`config.mk`:
```
export PLATFORM = sky130hd
export DESIGN_NAME = zero_minor_scan_mod_p_core_flat
export DESIGN_NICKNAME = d
export VERILOG_FILES = /design/src/rtl/core/zms_pkg.sv /design/src/rtl/core/zms_if.sv /design/src/rtl/core/zero_minor_scan_mod_p_core.sv /design/src/rtl/core/zms_ram.sv /design/src/rtl/core/zms_mul_unit.sv /design/src/flat_wrapper.sv
export SDC_FILE = /design/constraint.sdc
export NUM_CORES = 2
export LEC_CHECK = 0
export BUFFER_PORTS_ARGS = -buffer_cell sky130_fd_sc_hd__buf_2
export CAP_MARGIN = 25
export CORE_MARGIN = 10
export CORE_UTILIZATION = 56
export DETAILED_ROUTE_END_ITERATION = 12
export PLACE_DENSITY = 0.72
export SLEW_MARGIN = 20
export SYNTH_ARGS = -nofsm -noshare
export SYNTH_HDL_FRONTEND = slang
export SYNTH_SLANG_ARGS = --single-unit
```
`constraint.sdc`:
```
create_clock -name clk -period 11.6 [get_ports clk]
set_clock_uncertainty 0.05 [all_clocks]
set_input_delay 0.58 -clock clk [delete_from_list [all_inputs] [get_ports clk]]
set_output_delay 0.58 -clock clk [all_outputs]
set_load 0.05 [all_outputs]
```
`src/rtl/core/zms_pkg.sv`:
```
// Shared widths, codes and types of the zero minor scanner.
package zms_pkg;

    localparam int FUNC_W  = 1;
    localparam int IDX_W   = 4;
    localparam int ELEM_W  = 7;
    localparam int CFG_W   = 7;
    localparam int CFG_IW  = 2;
    localparam int ORDER_W = 5;

    localparam logic [FUNC_W-1:0] FUNC_WRITE = 1'b0;
    localparam logic [FUNC_W-1:0] FUNC_FIND  = 1'b1;

    localparam logic [CFG_IW-1:0] CFG_MATRIX_ORDER   = 2'd0;
    localparam logic [CFG_IW-1:0] CFG_FIRST_ROW_PAIR = 2'd1;
    localparam logic [CFG_IW-1:0] CFG_ROW_PAIR_COUNT = 2'd2;

    localparam logic [ORDER_W-1:0] ORDER_RESET = 5'd16;
    localparam logic [CFG_W-1:0]   FIRST_RESET = 7'd0;
    localparam logic [CFG_W-1:0]   COUNT_RESET = 7'd120;

    // Modulus and reciprocal for the exact quotient t / 101 with t below 2^15
    localparam int MUL_W       = 15;
    localparam int PROD_W      = 2 * MUL_W;
    localparam int QUO_W       = 8;
    localparam int MODULUS     = 101;
    localparam int RECIP_K     = 20764;
    localparam int RECIP_SHIFT = 21;

    typedef enum logic [1:0] {
        MUL_AD,
        MUL_BC,
        MUL_RECIP,
        MUL_CHECK
    } mul_op_t;

    typedef struct packed {
        logic    en;
        mul_op_t op;
    } mul_ctrl_t;

endpackage

```
`src/rtl/core/zms_if.sv`:
```
// Handshake channels of the zero minor scanner: items, results, register writes.
interface zms_item_if import zms_pkg::*; ();
    logic              valid;
    logic              ready;
    logic [FUNC_W-1:0] func;
    logic [IDX_W-1:0]  row_index;
    logic [IDX_W-1:0]  col_index;
    logic [ELEM_W-1:0] element_value;

    modport source (output valid, func, row_index, col_index, element_value, input ready);
    modport sink   (input valid, func, row_index, col_index, element_value, output ready);
endinterface

interface zms_result_if import zms_pkg::*; ();
    logic             valid;
    logic             ready;
    logic             found;
    logic [IDX_W-1:0] row_first;
    logic [IDX_W-1:0] row_second;
    logic [IDX_W-1:0] col_first;
    logic [IDX_W-1:0] col_second;

    modport source (output valid, found, row_first, row_second, col_first, col_second,
                    input ready);
    modport sink   (input valid, found, row_first, row_second, col_first, col_second,
                    output ready);
endinterface

interface zms_cfg_if import zms_pkg::*; ();
    logic              valid;
    logic              ready;
    logic [CFG_IW-1:0] index;
    logic [CFG_W-1:0]  data;

    modport source (output valid, index, data, input ready);
    modport sink   (input valid, index, data, output ready);
endinterface

```
`src/rtl/core/zero_minor_scan_mod_p_core.sv`:
```
// Top level of the zero 2x2 minor scanner over the integers mod 101.
//
//   channel  dir  payload                                           handshake
//   item     in   func, row_index, col_index, element_value         valid/ready
//   result   out  found, row_first, row_second, col_first, col_second valid/ready
//   cfg      in   index, data                                       valid/ready
//
// For each minor it visits, a find item makes 4 reads on the single RAM read port
// plus one capture, 4 passes through the shared multiplier and one step. A write
// item is followed by the scan restart: S_INIT, then S_WALK, which passes one row
// at a time to reach the first pair and is skipped when the slice is empty.
// Reset and every register write run that same restart; item.ready stays low meanwhile.
// A result waits in the output register; a find item that finishes behind it holds.
module zero_minor_scan_mod_p_core import zms_pkg::*; #(
    parameter int MAX_ORDER = 16
) (
    input  logic       clk,
    input  logic       rst_n,
    zms_item_if.sink   item,
    zms_result_if.source result,
    zms_cfg_if.sink    cfg
);

    localparam int IW        = $clog2(MAX_ORDER);
    localparam int NW        = $clog2(MAX_ORDER + 1);
    localparam int PAIRS_MAX = MAX_ORDER * (MAX_ORDER - 1) / 2;
    localparam int PW        = $clog2(PAIRS_MAX + 1);
    localparam int XW        = (PW > CFG_W) ? PW : CFG_W;
    localparam int DEPTH     = MAX_ORDER * MAX_ORDER;
    localparam int AW        = $clog2(DEPTH);

    localparam logic [2:0] S_IDLE = 3'd0;
    localparam logic [2:0] S_INIT = 3'd1;
    localparam logic [2:0] S_WALK = 3'd2;
    localparam logic [2:0] S_READ = 3'd3;
    localparam logic [2:0] S_MUL  = 3'd4;
    localparam logic [2:0] S_STEP = 3'd5;
    localparam logic [2:0] S_PUT  = 3'd6;

    logic [2:0]         state_reg, state_next;
    logic [ORDER_W-1:0] order_reg, order_next;
    logic [CFG_W-1:0]   first_reg, first_next;
    logic [CFG_W-1:0]   count_reg, count_next;
    logic [IW-1:0]      row_a_reg, row_a_next;
    logic [IW-1:0]      row_b_reg, row_b_next;
    logic [IW-1:0]      col_a_reg, col_a_next;
    logic [IW-1:0]      col_b_reg, col_b_next;
    logic [CFG_W-1:0]   left_reg, left_next;
    logic               done_reg, done_next;
    logic [CFG_W-1:0]   k_reg, k_next;
    logic [2:0]         rd_cnt_reg, rd_cnt_next;
    logic [1:0]         mul_cnt_reg, mul_cnt_next;

    logic [ELEM_W-1:0]  ea_reg, ea_next;
    logic [ELEM_W-1:0]  eb_reg, eb_next;
    logic [ELEM_W-1:0]  ec_reg, ec_next;
    logic [ELEM_W-1:0]  ed_reg, ed_next;

    logic               cand_found_reg, cand_found_next;
    logic [IDX_W-1:0]   cand_rf_reg, cand_rf_next;
    logic [IDX_W-1:0]   cand_rs_reg, cand_rs_next;
    logic [IDX_W-1:0]   cand_cf_reg, cand_cf_next;
    logic [IDX_W-1:0]   cand_cs_reg, cand_cs_next;

    logic               out_valid_reg, out_valid_next;
    logic               out_found_reg, out_found_next;
    logic [IDX_W-1:0]   out_rf_reg, out_rf_next;
    logic [IDX_W-1:0]   out_rs_reg, out_rs_next;
    logic [IDX_W-1:0]   out_cf_reg, out_cf_next;
    logic [IDX_W-1:0]   out_cs_reg, out_cs_next;

    logic               item_acc;
    logic               cfg_acc;
    logic [7:0]         order8;
    logic [7:0]         n8;
    logic [NW-1:0]      n;
    logic [2*NW-1:0]    n_prod;
    logic [PW-1:0]      pairs;
    logic [XW-1:0]      avail;
    logic               slice_empty;
    logic [NW-1:0]      span;

    logic               ram_we;
    logic [AW-1:0]      ram_waddr;
    logic [ELEM_W-1:0]  ram_wdata;
    logic [AW-1:0]      ram_raddr;
    logic [ELEM_W-1:0]  ram_rdata;
    logic [IW-1:0]      rd_row;
    logic [IW-1:0]      rd_col;

    mul_ctrl_t          mul_ctrl;
    logic               mul_hit;

    logic [IW-1:0]      adv_row_a, adv_row_b, adv_col_a, adv_col_b;
    logic [CFG_W-1:0]   adv_left;
    logic               adv_done;
    logic [NW-1:0]      cb1, ca1, cb2, rb1, ra1, rb2;

    assign item_acc = item.valid && item.ready;
    assign cfg_acc  = cfg.valid && cfg.ready;

    assign item.ready = (state_reg == S_IDLE);
    assign cfg.ready  = 1'b1;

    // Order in use, limited to 2 .. MAX_ORDER
    assign order8 = 8'(order_reg);
    always_comb
    begin
        priority if (order8 < 8'd2)
        begin
            n8 = 8'd2;
        end
        else if (order8 > 8'(MAX_ORDER))
        begin
            n8 = 8'(MAX_ORDER);
        end
        else
        begin
            n8 = order8;
        end
    end
    assign n = NW'(n8);

    assign n_prod      = (2*NW)'(n) * (2*NW)'(n - NW'(1));
    assign pairs       = PW'(n_prod >> 1);
    assign avail       = XW'(pairs) - XW'(first_reg);
    assign slice_empty = (XW'(first_reg) >= XW'(pairs)) || (count_reg == '0);
    assign span        = n - NW'(1) - NW'(row_a_reg);

    // Next position of the walk, taken when a minor has been tested
    assign cb1 = NW'(col_b_reg) + NW'(1);
    assign ca1 = NW'(col_a_reg) + NW'(1);
    assign cb2 = ca1 + NW'(1);
    assign rb1 = NW'(row_b_reg) + NW'(1);
    assign ra1 = NW'(row_a_reg) + NW'(1);
    assign rb2 = ra1 + NW'(1);

    always_comb
    begin
        adv_row_a = row_a_reg;
        adv_row_b = row_b_reg;
        adv_col_a = col_a_reg;
        adv_col_b = col_b_reg;
        adv_left  = left_reg;
        adv_done  = done_reg;
        priority if (cb1 < n)
        begin
            adv_col_b = IW'(cb1);
        end
        else if (cb2 < n)
        begin
            adv_col_a = IW'(ca1);
            adv_col_b = IW'(cb2);
        end
        else
        begin
            adv_col_a = '0;
            adv_col_b = IW'(1);
            if (left_reg != '0)
            begin
                adv_left = left_reg - CFG_W'(1);
            end
            priority if (left_reg <= CFG_W'(1))
            begin
                adv_done = 1'b1;
            end
            else if (rb1 < n)
            begin
                adv_row_b = IW'(rb1);
            end
            else
            begin
                adv_row_a = IW'(ra1);
                adv_row_b = IW'(rb2);
                if (rb2 >= n)
                begin
                    adv_done = 1'b1;
                end
            end
        end
    end

    // Read order of one minor: a, b, c, d
    always_comb
    begin
        unique case (rd_cnt_reg)
            3'd0:
            begin
                rd_row = row_a_reg;
                rd_col = col_a_reg;
            end
            3'd1:
            begin
                rd_row = row_a_reg;
                rd_col = col_b_reg;
            end
            3'd2:
            begin
                rd_row = row_b_reg;
                rd_col = col_a_reg;
            end
            default:
            begin
                rd_row = row_b_reg;
                rd_col = col_b_reg;
            end
        endcase
    end

    assign ram_raddr = AW'(rd_row) * AW'(MAX_ORDER) + AW'(rd_col);
    assign ram_waddr = AW'(item.row_index) * AW'(MAX_ORDER) + AW'(item.col_index);
    assign ram_wdata = (item.element_value >= ELEM_W'(MODULUS))
                     ? item.element_value - ELEM_W'(MODULUS)
                     : item.element_value;
    assign ram_we    = item_acc && (item.func == FUNC_WRITE)
                     && (8'(item.row_index) < 8'(MAX_ORDER))
                     && (8'(item.col_index) < 8'(MAX_ORDER));

    always_comb
    begin
        state_next      = state_reg;
        order_next      = order_reg;
        first_next      = first_reg;
        count_next      = count_reg;
        row_a_next      = row_a_reg;
        row_b_next      = row_b_reg;
        col_a_next      = col_a_reg;
        col_b_next      = col_b_reg;
        left_next       = left_reg;
        done_next       = done_reg;
        k_next          = k_reg;
        rd_cnt_next     = rd_cnt_reg;
        mul_cnt_next    = mul_cnt_reg;
        ea_next         = ea_reg;
        eb_next         = eb_reg;
        ec_next         = ec_reg;
        ed_next         = ed_reg;
        cand_found_next = cand_found_reg;
        cand_rf_next    = cand_rf_reg;
        cand_rs_next    = cand_rs_reg;
        cand_cf_next    = cand_cf_reg;
        cand_cs_next    = cand_cs_reg;
        out_valid_next  = out_valid_reg && !result.ready;
        out_found_next  = out_found_reg;
        out_rf_next     = out_rf_reg;
        out_rs_next     = out_rs_reg;
        out_cf_next     = out_cf_reg;
        out_cs_next     = out_cs_reg;
        mul_ctrl        = '{en: 1'b0, op: MUL_AD};

        unique case (state_reg)
            S_IDLE:
            begin
                if (item_acc)
                begin
                    priority if (item.func == FUNC_WRITE)
                    begin
                        state_next = S_INIT;
                    end
                    else if (done_reg)
                    begin
                        cand_found_next = 1'b0;
                        cand_rf_next    = '0;
                        cand_rs_next    = '0;
                        cand_cf_next    = '0;
                        cand_cs_next    = '0;
                        state_next      = S_PUT;
                    end
                    else
                    begin
                        rd_cnt_next = '0;
                        state_next  = S_READ;
                    end
                end
            end
            S_INIT:
            begin
                col_a_next = '0;
                col_b_next = IW'(1);
                row_a_next = '0;
                row_b_next = IW'(1);
                left_next  = '0;
                done_next  = 1'b1;
                k_next     = first_reg;
                if (slice_empty)
                begin
                    state_next = S_IDLE;
                end
                else
                begin
                    left_next  = (XW'(count_reg) > avail) ? CFG_W'(avail) : count_reg;
                    state_next = S_WALK;
                end
            end
            S_WALK:
            begin
                // Skip whole rows until the first pair lies in row a
                if (XW'(k_reg) >= XW'(span))
                begin
                    k_next     = k_reg - CFG_W'(span);
                    row_a_next = row_a_reg + IW'(1);
                end
                else
                begin
                    row_b_next = IW'(XW'(row_a_reg) + XW'(1) + XW'(k_reg));
                    done_next  = 1'b0;
                    state_next = S_IDLE;
                end
            end
            S_READ:
            begin
                unique case (rd_cnt_reg)
                    3'd1:    ea_next = ram_rdata;
                    3'd2:    eb_next = ram_rdata;
                    3'd3:    ec_next = ram_rdata;
                    3'd4:    ed_next = ram_rdata;
                    default: ;
                endcase
                if (rd_cnt_reg == 3'd4)
                begin
                    mul_cnt_next = '0;
                    state_next   = S_MUL;
                end
                else
                begin
                    rd_cnt_next = rd_cnt_reg + 3'd1;
                end
            end
            S_MUL:
            begin
                mul_ctrl.en = 1'b1;
                unique case (mul_cnt_reg)
                    2'd0:    mul_ctrl.op = MUL_AD;
                    2'd1:    mul_ctrl.op = MUL_BC;
                    2'd2:    mul_ctrl.op = MUL_RECIP;
                    default: mul_ctrl.op = MUL_CHECK;
                endcase
                if (mul_cnt_reg == 2'd3)
                begin
                    state_next = S_STEP;
                end
                else
                begin
                    mul_cnt_next = mul_cnt_reg + 2'd1;
                end
            end
            S_STEP:
            begin
                row_a_next = adv_row_a;
                row_b_next = adv_row_b;
                col_a_next = adv_col_a;
                col_b_next = adv_col_b;
                left_next  = adv_left;
                done_next  = adv_done;
                priority if (mul_hit)
                begin
                    cand_found_next = 1'b1;
                    cand_rf_next    = IDX_W'(row_a_reg);
                    cand_rs_next    = IDX_W'(row_b_reg);
                    cand_cf_next    = IDX_W'(col_a_reg);
                    cand_cs_next    = IDX_W'(col_b_reg);
                    state_next      = S_PUT;
                end
                else if (adv_done)
                begin
                    cand_found_next = 1'b0;
                    cand_rf_next    = '0;
                    cand_rs_next    = '0;
                    cand_cf_next    = '0;
                    cand_cs_next    = '0;
                    state_next      = S_PUT;
                end
                else
                begin
                    rd_cnt_next = '0;
                    state_next  = S_READ;
                end
            end
            S_PUT:
            begin
                // Hold until the output register is free
                if (!out_valid_reg || result.ready)
                begin
                    out_valid_next = 1'b1;
                    out_found_next = cand_found_reg;
                    out_rf_next    = cand_rf_reg;
                    out_rs_next    = cand_rs_reg;
                    out_cf_next    = cand_cf_reg;
                    out_cs_next    = cand_cs_reg;
                    state_next     = S_IDLE;
                end
            end
            default:
            begin
                state_next = S_IDLE;
            end
        endcase

        // Any register write restarts the scan with the new values
        if (cfg_acc)
        begin
            unique case (cfg.index)
                CFG_MATRIX_ORDER:
                begin
                    order_next = cfg.data[ORDER_W-1:0];
                    state_next = S_INIT;
                end
                CFG_FIRST_ROW_PAIR:
                begin
                    first_next = cfg.data;
                    state_next = S_INIT;
                end
                CFG_ROW_PAIR_COUNT:
                begin
                    count_next = cfg.data;
                    state_next = S_INIT;
                end
                default: ;
            endcase
        end
    end

    always_ff @(posedge clk or negedge rst_n)
    begin
        if (!rst_n)
        begin
            state_reg     <= S_INIT;
            order_reg     <= ORDER_RESET;
            first_reg     <= FIRST_RESET;
            count_reg     <= COUNT_RESET;
            row_a_reg     <= '0;
            row_b_reg     <= IW'(1);
            col_a_reg     <= '0;
            col_b_reg     <= IW'(1);
            left_reg      <= COUNT_RESET;
            done_reg      <= 1'b0;
            k_reg         <= '0;
            rd_cnt_reg    <= '0;
            mul_cnt_reg   <= '0;
            out_valid_reg <= 1'b0;
        end
        else
        begin
            state_reg     <= state_next;
            order_reg     <= order_next;
            first_reg     <= first_next;
            count_reg     <= count_next;
            row_a_reg     <= row_a_next;
            row_b_reg     <= row_b_next;
            col_a_reg     <= col_a_next;
            col_b_reg     <= col_b_next;
            left_reg      <= left_next;
            done_reg      <= done_next;
            k_reg         <= k_next;
            rd_cnt_reg    <= rd_cnt_next;
            mul_cnt_reg   <= mul_cnt_next;
            out_valid_reg <= out_valid_next;
        end
    end

    always_ff @(posedge clk)
    begin
        ea_reg         <= ea_next;
        eb_reg         <= eb_next;
        ec_reg         <= ec_next;
        ed_reg         <= ed_next;
        cand_found_reg <= cand_found_next;
        cand_rf_reg    <= cand_rf_next;
        cand_rs_reg    <= cand_rs_next;
        cand_cf_reg    <= cand_cf_next;
        cand_cs_reg    <= cand_cs_next;
        out_found_reg  <= out_found_next;
        out_rf_reg     <= out_rf_next;
        out_rs_reg     <= out_rs_next;
        out_cf_reg     <= out_cf_next;
        out_cs_reg     <= out_cs_next;
    end

    zms_ram #(
        .WIDTH (ELEM_W),
        .DEPTH (DEPTH)
    ) u_matrix (
        .clk   (clk),
        .we    (ram_we),
        .waddr (ram_waddr),
        .wdata (ram_wdata),
        .raddr (ram_raddr),
        .rdata (ram_rdata)
    );

    zms_mul_unit u_mul (
        .clk    (clk),
        .rst_n  (rst_n),
        .ctrl   (mul_ctrl),
        .elem_a (ea_reg),
        .elem_b (eb_reg),
        .elem_c (ec_reg),
        .elem_d (ed_reg),
        .hit    (mul_hit)
    );

    assign result.valid      = out_valid_reg;
    assign result.found      = out_found_reg;
    assign result.row_first  = out_rf_reg;
    assign result.row_second = out_rs_reg;
    assign result.col_first  = out_cf_reg;
    assign result.col_second = out_cs_reg;

endmodule

```
`src/rtl/core/zms_ram.sv`:
```
// Generic single write, single read RAM with registered read data.
module zms_ram #(
    parameter int WIDTH = 7,
    parameter int DEPTH = 256
) (
    input  logic                     clk,
    input  logic                     we,
    input  logic [$clog2(DEPTH)-1:0] waddr,
    input  logic [WIDTH-1:0]         wdata,
    input  logic [$clog2(DEPTH)-1:0] raddr,
    output logic [WIDTH-1:0]         rdata
);

    logic [WIDTH-1:0] mem [DEPTH];
    logic [WIDTH-1:0] rdata_reg;

    always_ff @(posedge clk)
    begin
        if (we)
        begin
            mem[waddr] <= wdata;
        end
        rdata_reg <= mem[raddr];
    end

    assign rdata = rdata_reg;

endmodule

```
`src/rtl/core/zms_mul_unit.sv`:
```
// Shared multiplier that tests a 2x2 determinant for zero mod 101 in four passes.
module zms_mul_unit import zms_pkg::*; (
    input  logic              clk,
    input  logic              rst_n,
    input  mul_ctrl_t         ctrl,
    input  logic [ELEM_W-1:0] elem_a,
    input  logic [ELEM_W-1:0] elem_b,
    input  logic [ELEM_W-1:0] elem_c,
    input  logic [ELEM_W-1:0] elem_d,
    output logic              hit
);

    logic [MUL_W-1:0]  mul_a;
    logic [MUL_W-1:0]  mul_b;
    logic [PROD_W-1:0] prod;
    logic [MUL_W-1:0]  t_reg;
    logic [MUL_W-1:0]  t_next;
    logic [QUO_W-1:0]  q_reg;
    logic [QUO_W-1:0]  q_next;
    logic              hit_reg;
    logic              hit_next;

    // t = a*d + (101-b)*c is congruent to ad - bc; its quotient comes from the reciprocal
    always_comb
    begin
        unique case (ctrl.op)
            MUL_AD:
            begin
                mul_a = MUL_W'(elem_a);
                mul_b = MUL_W'(elem_d);
            end
            MUL_BC:
            begin
                mul_a = MUL_W'(MODULUS) - MUL_W'(elem_b);
                mul_b = MUL_W'(elem_c);
            end
            MUL_RECIP:
            begin
                mul_a = t_reg;
                mul_b = MUL_W'(RECIP_K);
            end
            MUL_CHECK:
            begin
                mul_a = MUL_W'(q_reg);
                mul_b = MUL_W'(MODULUS);
            end
            default:
            begin
                mul_a = '0;
                mul_b = '0;
            end
        endcase
    end

    assign prod = PROD_W'(mul_a) * PROD_W'(mul_b);

    always_comb
    begin
        t_next   = t_reg;
        q_next   = q_reg;
        hit_next = hit_reg;
        if (ctrl.en)
        begin
            unique case (ctrl.op)
                MUL_AD:    t_next   = prod[MUL_W-1:0];
                MUL_BC:    t_next   = t_reg + prod[MUL_W-1:0];
                MUL_RECIP: q_next   = prod[RECIP_SHIFT +: QUO_W];
                MUL_CHECK: hit_next = (prod[MUL_W-1:0] == t_reg);
                default:   hit_next = 1'b0;
            endcase
        end
    end

    always_ff @(posedge clk)
    begin
        t_reg <= t_next;
        q_reg <= q_next;
    end

    always_ff @(posedge clk or negedge rst_n)
    begin
        if (!rst_n)
        begin
            hit_reg <= 1'b0;
        end
        else
        begin
            hit_reg <= hit_next;
        end
    end

    assign hit = hit_reg;

endmodule
```
`src/flat_wrapper.sv`:
```
// flat-port wrapper written by rule: the top's interface ports become plain ports
module zero_minor_scan_mod_p_core_flat import zms_pkg::*;
#(
    parameter int MAX_ORDER = 16
)
  (clk, rst_n, item_valid, item_func, item_row_index, item_col_index, item_element_value, item_ready, result_valid, result_found, result_row_first, result_row_second, result_col_first, result_col_second, result_ready, cfg_valid, cfg_index, cfg_data, cfg_ready);
  zms_item_if item_i ();
  zms_result_if result_i ();
  zms_cfg_if cfg_i ();
  input  logic clk;
  input  logic rst_n;
  input wire logic [$bits(item_i.valid)-1:0] item_valid;
  input wire logic [$bits(item_i.func)-1:0] item_func;
  input wire logic [$bits(item_i.row_index)-1:0] item_row_index;
  input wire logic [$bits(item_i.col_index)-1:0] item_col_index;
  input wire logic [$bits(item_i.element_value)-1:0] item_element_value;
  output wire logic [$bits(item_i.ready)-1:0] item_ready;
  output wire logic [$bits(result_i.valid)-1:0] result_valid;
  output wire logic [$bits(result_i.found)-1:0] result_found;
  output wire logic [$bits(result_i.row_first)-1:0] result_row_first;
  output wire logic [$bits(result_i.row_second)-1:0] result_row_second;
  output wire logic [$bits(result_i.col_first)-1:0] result_col_first;
  output wire logic [$bits(result_i.col_second)-1:0] result_col_second;
  input wire logic [$bits(result_i.ready)-1:0] result_ready;
  input wire logic [$bits(cfg_i.valid)-1:0] cfg_valid;
  input wire logic [$bits(cfg_i.index)-1:0] cfg_index;
  input wire logic [$bits(cfg_i.data)-1:0] cfg_data;
  output wire logic [$bits(cfg_i.ready)-1:0] cfg_ready;
  assign item_i.valid = item_valid;
  assign item_i.func = item_func;
  assign item_i.row_index = item_row_index;
  assign item_i.col_index = item_col_index;
  assign item_i.element_value = item_element_value;
  assign item_ready = item_i.ready;
  assign result_valid = result_i.valid;
  assign result_found = result_i.found;
  assign result_row_first = result_i.row_first;
  assign result_row_second = result_i.row_second;
  assign result_col_first = result_i.col_first;
  assign result_col_second = result_i.col_second;
  assign result_i.ready = result_ready;
  assign cfg_i.valid = cfg_valid;
  assign cfg_i.index = cfg_index;
  assign cfg_i.data = cfg_data;
  assign cfg_ready = cfg_i.ready;
  zero_minor_scan_mod_p_core #(.MAX_ORDER(MAX_ORDER)) u_core (.clk(clk), .rst_n(rst_n), .item(item_i), .result(result_i), .cfg(cfg_i));
endmodule
```
==> impl_metrics.toml <==
[synth]
avgSynthCellArea_sq_um = 12.7
ys_ff_latch = 1944
yosysMostFrequentCell = "edfxtp_1"
syn-cell-area_sq_um = 86200
ys_warn_count = 0
syn_inst = 6781
synth-edff-count = 1877
synth-main-ff-cell = "edfxtp_1"
yosysUniqueCellTypes = 79
synth.area.top_cells = "edfxtp_1, nand2_1, nand3_1"
synth.yosys.seq_area_share_pct = 67.3
synth_common_cells = "edfxtp_1, nand2_1, nand3_1"
post-synth-top-area-cell = "edfxtp_1"
ys_async_sr_fraction_pct = 3.09
yosysTopAreaCellShare_pct = 65.4

[power_and_ir_drop]
powerDensity_nw_per_um2 = 222
leakagePower_nw = 34.0
ir_drop_mv = 0.326

[detailed_routing]
wl_per_cell_um = 25.1
route.detailed.drc = 0
ant_nets = 0
post_drt_via_cell_ratio = 6.21
vias = 55600
totalWireLength_mm = 225
drt_iter0_markers = 7780
drt_first_pass_iters = 6

[critical_path]
cp_slowest_cell = "dfrtp_1"
crit_fanout = 31
crit_required_ns = 12.08
crit_top_cell = "fa_1"
critPathBufInv = 6
critical-path-top-delay-family = "adder cells"
startpoint_type = "flip-flop"
max_stage_delay_ns = 0.74
arrival_ns = 9.75
critPathKind = "flip-flop to flip-flop"
reg2reg_setup_slack_ns = 2.33
crit_start = "u_core.state_reg[2]$_DFF_PN0_"
reg2reg_from = "u_core.state_reg[2]$_DFF_PN0_"
cp-end-kind = "flip-flop"

[floorplan]
core_sq_um = 152000
die_x_um = 412
ios = 50
start_util_pct = 56.5
rows = 143
die_area_sq_um = 170000
die_h_um = 412

[clocking]
clkLatencyLatePin_ns = 0.84
ctsRootBufferMaster = "clkbuf_16"
htreeDepth = 4
cts_tree = "yes"
clk_pin_slew_ns = 0.06
cts_inserted_buffers = 189
cts_post_setup_buffers_inserted = 0
cts_sinks = 1944
cts-hold-fix-buffers = 7
cts_resized = 0
clockBufferDepth = 3

[sta]
timing.fmax_mhz = 108
rsz0062_at_grt = "false"
slew_headroom_pct = 25.5
min_period_ns = 9.27
post-route-period-util_pct = 79.9
setup_ws_ns = 2.33
worst_pin_slew_ns = 1.12
finalSetupViolations = 0
hold_viol_final = 0
tns_ns = 0
slew_viol_final = 0

[status]
status = "completed"

[placed_design]
preCtsSetupSlack_ns = 2.43
io_buffer_count = 48
dp_hpwl_mm = 139
gp_congestion = 0.907
dpl_cell_area_sq_um = 88500
dp.cells = 8595

[grt]
met3_usage_pct = 5.08
grtUsageMet2_pct = 40.6
grt-busiest-layer = "met2"
grt_remaining_overflow = 0
gr-usage-all-layers_pct = 26.1
grt_antenna_before_repair = 9
grt_max_degree = 188
grt_pass1_vias = 53100
grt_first_pass_wirelength_mm = 337
met1_usage_pct = 36.1

[min_path]
min_from = "cfg_data[1]"
hold_path.class = "primary input to flip-flop"

[cells_and_area]
final_util_pct = 62.1
regArea_sq_um = 58000
fill_cells = 11400
synthToLayoutAreaGrowth_pct = 9.89
fin_nets = 7135
multi_input_area_sq_um = 26000
stdcell_count = 8967
final_area_sq_um = 94700
drive_gt1_share_pct = 8.93
largest_register_ffs = 1792

[flow_run]
max-cap-violations = 0
where the power goes:
group	switching, mW	total [mW]	internal, mW
registers	0.115	8.02	7.91
clock network	2.66	5.98	3.32
logic	4.73	7.00	2.27
total	7.51	21.0	13.5
layer usage:
layer  part of all wire (%)  vias up  wire [um]
met4                    4.4       10      10000
met5                  0.027        -         62
met3                     11      498      24300
met1                     38    27300      86500
met2                     46     3201     105000
li1                       -    24600          -
cells in the final DEF (no fill, tap or decap), types with 39 or more instances in the layout:
cell / Yosys / layout
buf_2: 111 / 48
fa_1: 108 / 108
xnor2_1: 52 / 50
a31oi_1: 78 / 78
inv_1: 223 / 223
o21ai_0: 86 / 85
nand3_1: 847 / 847
a21oi_1: 76 / 76
clkbuf_1: 215 / 43
clkinv_1: 1 / 48
and3_1: 93 / 93
ha_1: 229 / 229
nor2_1: 430 / 416
clkbuf_16: 0 / 190
edfxtp_1: 1877 / 1877
nand2_1: 1554 / 1552
buf_4: 4 / 84
dfrtp_1: 48 / 48
mux4_2: 100 / 100
nand4_1: 117 / 117
clkinv_2: 0 / 39
area by class of cell:
cell class                 instances  area share (%)
multi-input combinational       4254            27.5
inverter                         224           0.888
antenna                            4          0.0106
clock inverter                   120            1.12
tap                             2030            2.68
sequential                      1944            61.3
timing repair buffer             155            1.29
clock buffer                     236            5.24
path summary, 6_finish.rpt:
path | to | cells after the start
max | u_core.u_mul.q_reg[7]$_DFFE_PP_ | 28
min | u_core.count_reg[1]$_DFFE_PN0P_ | 2
max reg2reg | u_core.u_mul.q_reg[7]$_DFFE_PP_ | 28
min reg2reg | u_core.result.col_first[1]$_DFFE_PP_ | 0
max in group asynchronous | u_core.u_mul.hit$_DFFE_PN0P_ | 3
min in group asynchronous | u_core.order_reg[3]$_DFFE_PN0P_ | 3
cell families (layout without fill, tap and decap cells):
kind of cell             Yosys count  count (layout)  share of synthesized area (%)
multiplexers                     147             147                           3.20
adder cells (fa/ha/maj)          337             337                           5.84
XOR/XNOR                          68              68                          0.691
other                              2               9                        0.00872
AO/OA/AOI/OAI                    503             503                           3.97
buffers and inverters            586             735                           2.77
AND/OR/NAND/NOR                 3194            3194                           16.2
flip-flops                      1944            1944                           67.3
worst register-to-register path: cells and delay by family (launching register included):
kind / cells / cell delay [ns]
xor+xnor: 1 / 0.08
compound gates: 6 / 1.07
buf+inv: 6 / 1.31
fa+ha+maj: 7 / 3.29
simple gates: 8 / 2.45
flops: 1 / 0.74
per-stage QoR:
step	total power [mW]	hold slack, ns
finish	21.0	0.0490
global route	22.0	0.0393
global placement	14.9	0.356
detailed placement	15.1	0.355
CTS	21.0	0.00271
floorplan	13.2	0.234
(Power assumes the default switching activity.)
